$ cat src/icsp_pkg.sv
// shared constants, command codes and controller/datapath interface types
package icsp_pkg;

    localparam int unsigned WORD_W = 14;
    localparam int unsigned PC_W   = 16;

    localparam logic [WORD_W-1:0] BLANK_WORD = 14'h3FFF;
    localparam logic [PC_W-1:0]   CFG_BASE   = 16'h8000;
    localparam logic [PC_W-1:0]   ID_ADDR    = 16'h8006;
    localparam logic [PC_W-1:0]   CW1_ADDR   = 16'h8007;
    localparam logic [PC_W-1:0]   CW2_ADDR   = 16'h8008;

    // command codes
    localparam logic [2:0] MODE_LOAD_CFG   = 3'd0;
    localparam logic [2:0] MODE_LOAD_LATCH = 3'd1;
    localparam logic [2:0] MODE_READ       = 3'd2;
    localparam logic [2:0] MODE_INC_PC     = 3'd3;
    localparam logic [2:0] MODE_RESET_PC   = 3'd4;
    localparam logic [2:0] MODE_PROGRAM    = 3'd5;
    localparam logic [2:0] MODE_ERASE      = 3'd6;

    // configuration register indexes
    localparam logic [1:0] REG_DEVICE_ID = 2'd0;
    localparam logic [1:0] REG_REVISION  = 2'd1;
    localparam logic [1:0] REG_CODE_SIZE = 2'd2;
    localparam logic [1:0] REG_CW2_MASK  = 2'd3;

    localparam int unsigned CFG_DATA_W = 15;

    typedef struct packed {
        logic pc_cfg;
        logic pc_inc;
        logic pc_clr;
        logic latch_wr;
        logic latch_blank;
        logic mem_rd;
        logic row_start;
        logic row_step;
        logic cfg_rd;
        logic cfg_commit;
        logic sweep_start;
        logic sweep_step;
        logic out_load;
    } icsp_cmd_t;

    typedef struct packed {
        logic pc_in_code;
        logic row_done;
        logic sweep_done;
        logic out_busy;
    } icsp_status_t;

endpackage

$ cat src/icsp_ctrl.sv
// command sequencer for the programming port
module icsp_ctrl (
    input  logic                  clk,
    input  logic                  rst_n,
    input  logic                  in_valid,
    output logic                  in_ready,
    input  logic [2:0]            mode,
    input  icsp_pkg::icsp_status_t status,
    output icsp_pkg::icsp_cmd_t    cmd
);
    import icsp_pkg::*;

    typedef enum logic [5:0] {
        S_CLEAR = 6'b000001,
        S_IDLE  = 6'b000010,
        S_READ  = 6'b000100,
        S_ROW   = 6'b001000,
        S_CFGW  = 6'b010000,
        S_ERASE = 6'b100000
    } state_t;

    state_t state_reg;
    state_t state_next;
    logic   accept;

    assign in_ready = (state_reg == S_IDLE);
    assign accept   = in_valid && in_ready;

    always_comb
    begin
        state_next = state_reg;
        cmd        = '0;
        unique case (state_reg)
            S_CLEAR:
            begin
                cmd.sweep_step = 1'b1;
                if (status.sweep_done)
                begin
                    state_next = S_IDLE;
                end
            end
            S_IDLE:
            begin
                if (accept)
                begin
                    unique case (mode)
                        MODE_LOAD_CFG:   cmd.pc_cfg = 1'b1;
                        MODE_LOAD_LATCH: cmd.latch_wr = 1'b1;
                        MODE_READ:
                        begin
                            cmd.mem_rd = 1'b1;
                            state_next = S_READ;
                        end
                        MODE_INC_PC:     cmd.pc_inc = 1'b1;
                        MODE_RESET_PC:   cmd.pc_clr = 1'b1;
                        MODE_PROGRAM:
                        begin
                            if (status.pc_in_code)
                            begin
                                cmd.row_start = 1'b1;
                                state_next    = S_ROW;
                            end
                            else
                            begin
                                cmd.cfg_rd = 1'b1;
                                state_next = S_CFGW;
                            end
                        end
                        MODE_ERASE:
                        begin
                            cmd.sweep_start = 1'b1;
                            state_next      = S_ERASE;
                        end
                        default: ;
                    endcase
                end
            end
            S_READ:
            begin
                // wait for the output register to free up
                if (!status.out_busy)
                begin
                    cmd.out_load = 1'b1;
                    state_next   = S_IDLE;
                end
            end
            S_ROW:
            begin
                cmd.row_step = 1'b1;
                if (status.row_done)
                begin
                    cmd.latch_blank = 1'b1;
                    state_next      = S_IDLE;
                end
            end
            S_CFGW:
            begin
                cmd.cfg_commit  = 1'b1;
                cmd.latch_blank = 1'b1;
                state_next      = S_IDLE;
            end
            S_ERASE:
            begin
                cmd.sweep_step = 1'b1;
                if (status.sweep_done)
                begin
                    state_next = S_IDLE;
                end
            end
            default: state_next = S_IDLE;
        endcase
    end

    always_ff @(posedge clk or negedge rst_n)
    begin
        if (!rst_n)
        begin
            state_reg <= S_CLEAR;
        end
        else
        begin
            state_reg <= state_next;
        end
    end

endmodule

$ cat config.mk
export PLATFORM = sky130hd
export DESIGN_NAME = icsp_ctrl
export DESIGN_NICKNAME = d
export VERILOG_FILES = /design/src/icsp_pkg.sv /design/src/icsp_ctrl.sv
export SDC_FILE = /design/constraint.sdc
export NUM_CORES = 1
export LEC_CHECK = 0
export BUFFER_PORTS_ARGS = -buffer_cell sky130_fd_sc_hd__buf_2
export CAP_MARGIN = 15
export CORE_AREA = 2 2 39 41
export CTS_CLUSTER_DIAMETER = 40
export DETAILED_ROUTE_END_ITERATION = 12
export DIE_AREA = 0 0 41 43
export HOLD_SLACK_MARGIN = 0.12
export PLACE_DENSITY = 0.58
export SLEW_MARGIN = 20
export SYNTH_ARGS = -nofsm -noshare
export SYNTH_HDL_FRONTEND = slang
export SYNTH_SLANG_ARGS = --single-unit
$ cat constraint.sdc
create_clock -name clk -period 1.8 [get_ports clk]
set_clock_uncertainty 0.15 [all_clocks]
set_input_delay 0.09 -clock clk [delete_from_list [all_inputs] [get_ports clk]]
set_output_delay 0.09 -clock clk [all_outputs]
set_load 0.01 [all_outputs]
==> reports/summary.txt <==
DIE HEIGHT: 43 um
Final WS setup: -0.02318 ns
CTS sink cnt: 6
Final core utilization: 0.5552
Worst Max-Slew Pin Slew: 0.3199 ns
Top FF cell, synth: dfrtp_1
Switching share of power: 0.2491
Clk buf depth: 2
CTS tree: yes
Post-synth cell types: 25
Area grow syn2layout: 91.88%
Data arrival, critical path: 1.58 ns
RSZ-0062 raised after global routing: yes
Pint: 0.0002800 W
Yosys top cell by area: dfrtp_1
N_diodes: 0
Post-synthesis instance total: 47
Yosys reg bits: 6
Final Hold Viols: 0
Post-route insts no fill: 108
Reg2reg path depth: 4
H-tree lvl count: 1
Post-synth ARST share: 1.000
WL per Instance: 10.83 um
Sequential share of power: 0.384
Post-route ant nets: 0
Worst slew margin: 0.7848
Crit share post-route: 1.013
Placed insts: 89
Vias in the first global route: 494
Largest register FFs: 6
Largest cells by area after synthesis: dfrtp_1 31%, dfstp_2 6.6%, nor2_1 5.6%, nor3_1 5.0%, nand2_1 4.7%
DP Area: 558.0 sq um
Post-DP HPWL: 814.2 um
Final RePlAce weighted congestion: 0.6872
Violated checks: negative setup slack
Root Buffer: clkbuf_4
Design area: 768.2 sq um
Total power: 0.0003729 W
GR Overflow Total: 0
Initial antenna violation count: 0
Die Area: 1763 sq um
Sequential area share after synthesis: 0.3781
Yosys Warn Count: 0
Row Count: 14
Core area: 1384 sq um
Worst EP required: 1.56 ns
Min cycle time layout: 1.823 ns
Final setup vio count: 2
Worst Setup End Kind: output pin
Combinational power share: 0.270
DRC viols: 0
Leak: 0.3987 nW
Synthesized net count: 57
Final WL: 1170 um
Crit-path max FO: 5
Global-route wire length before repair: 1835 um
Via count: 522
Top-area cell type share of the netlist area: 0.3125
Port buffer count: 23
Starting Density: 0.2893
P per Cell Area: 485.3 nW/um^2
Die width: 41 um
Startpoint Class: register
Num CTS Buffers: 3
Share of cells above drive strength 1: 0.4674
Top Ports: 24
Synth Cell Area: 400.4 sq um
DR iter-0 viols: 6
First drt pass iteration count: 4
Status: complete, but fails checks
Pin count of the biggest net entering global routing: 7
Switching pwr: 0.00009288 W
Clock slew at reported path FFs: 0.04 ns
Clock power share: 0.346
Worst Path Class, Setup: reg2out
Final max-slew violation count: 0
Fmax: 0.5485 GHz
Avg Cell Area, Syn: 8.519 sq um
Final-layout fill cell count: 134
Min-Delay Path Class: in2async
Max-cap violations: 0
EDFF count, synth: 0
Vias per inst: 4.833
Peak VDD IR: 0.2277 mV
Total GRT Usage: 0.1530
Final Net Count: 103
Clk_lat worst skew: 0.24 ns
==> layout make-up <==
cell class              count  area [sq um]  area share
flip-flops and latches      6         151.4      0.1971
clock buffers               4         26.28     0.03420
multi-input cells          40         280.3      0.3648
well taps                  16         20.02     0.02606
repair buffers             41         286.5      0.3730
inverters                   1         3.754    0.004886
==> synthesized netlist by cell type (all sizes together) (2+ instances only) <==
cell type / count
nand2: 5
nand2b: 3
and2: 2
a21o: 2
dfrtp: 5
nor4: 2
nor2: 6
o21ai: 2
nor3: 4
==> kinds of logic after synthesis <==
| kind of cell | after synthesis | share of synthesized area |
|---|---|---|
| buf+inv | 1 | 0.009366 |
| simple gates | 33 | 0.4813 |
| flops | 6 | 0.3781 |
| xor+xnor | 1 | 0.02188 |
| compound gates | 6 | 0.1094 |
==> worst max-delay path, stage by stage, from the launching register on <==
cell,delay (ns)
dfstp_2,0.40
nor4b_4,0.30
and2_4,0.19
nand3b_1,0.15
nor3_1,0.16
buf_2,0.15
==> per-stage QoR <==
stage	setup WS (ns)	hold WS, ns	TNS, ns
2_1_floorplan	0.1297	-0.3556	0
4_1_cts	-0.02811	0.1721	-0.03732
5_1_grt	-0.1214	0.1855	-0.5978
3_5_place_dp	0.1003	-0.2325	0
3_3_place_gp	0.06454	-0.2329	0
6_report	-0.02318	0.1790	-0.04556
==> per-layer routing <==
layer  wire length [um]  GRT usage
met2                607     0.2781
met1                478     0.1556
met4                 13    0.08000
met3                 71    0.01571
met5                  0          0
==> layout by cell type, fill, tap and decap left out <==
cell           instances
buf_2                 22
dlygate4sd3_1         12
buf_4                  6
nor2_1                 5
dfrtp_1                5
nand2_1                4
nor3_1                 4
nand2b_1               3
clkbuf_4               3
a21o_1                 2
nor4b_4                1
and2_4                 1
nand2_2                1
nor2b_1                1
nand3_1                1
nor2_2                 1
or2_1                  1
nor4_1                 1
nor4_2                 1
and3b_2                1
nand3b_1               1
nand4_1                1
xnor2_1                1
or4_4                  1
inv_2                  1
nor4bb_2               1
nand4b_1               1
nor3b_1                1
o211ai_2               1
and2_1                 1
o21ai_1                1
o21ai_0                1
a31oi_1                1
clkbuf_1               1
buf_6                  1
dfstp_2                1
==> timing repair <==
item | in CTS | in global routing
gates resized for setup | 3 | 7
setup buffers | 3 | 0
pin swaps | 2 | 6
hold endpoints to repair | 11 | 0
endpoints found under the setup margin | 8 | 12
hold buffers | 12 | 0
cloned | 0 | 0
==> power groups by stage <==
stage | clock (W) | combinational, W | sequential [W]
final | 0.000129 | 0.000101 | 0.000143
after global placement | 0 | 0.0000692 | 0.000145
after CTS | 0.000134 | 0.0000945 | 0.000143
after detailed placement | 0 | 0.0000689 | 0.000145
after floorplan | 0 | 0.0000320 | 0.000144
after global routing | 0.000138 | 0.000111 | 0.000144
==> worst paths after layout <==
| kind | from | to | slack (ns) |
|---|---|---|---|
| max | state_reg[0] | cmd[12] | -0.02 |
| min in group clk | state_reg[0] | state_reg[0] | 0.40 |
| min reg2reg | state_reg[0] | state_reg[0] | 0.40 |
| max reg2reg | state_reg[3] | state_reg[0] | 0.10 |
| max in group asynchronous | rst_n | state_reg[5] | 0.67 |
| min | rst_n | state_reg[0] | 0.18 |
(Power assumes the default switching activity.)
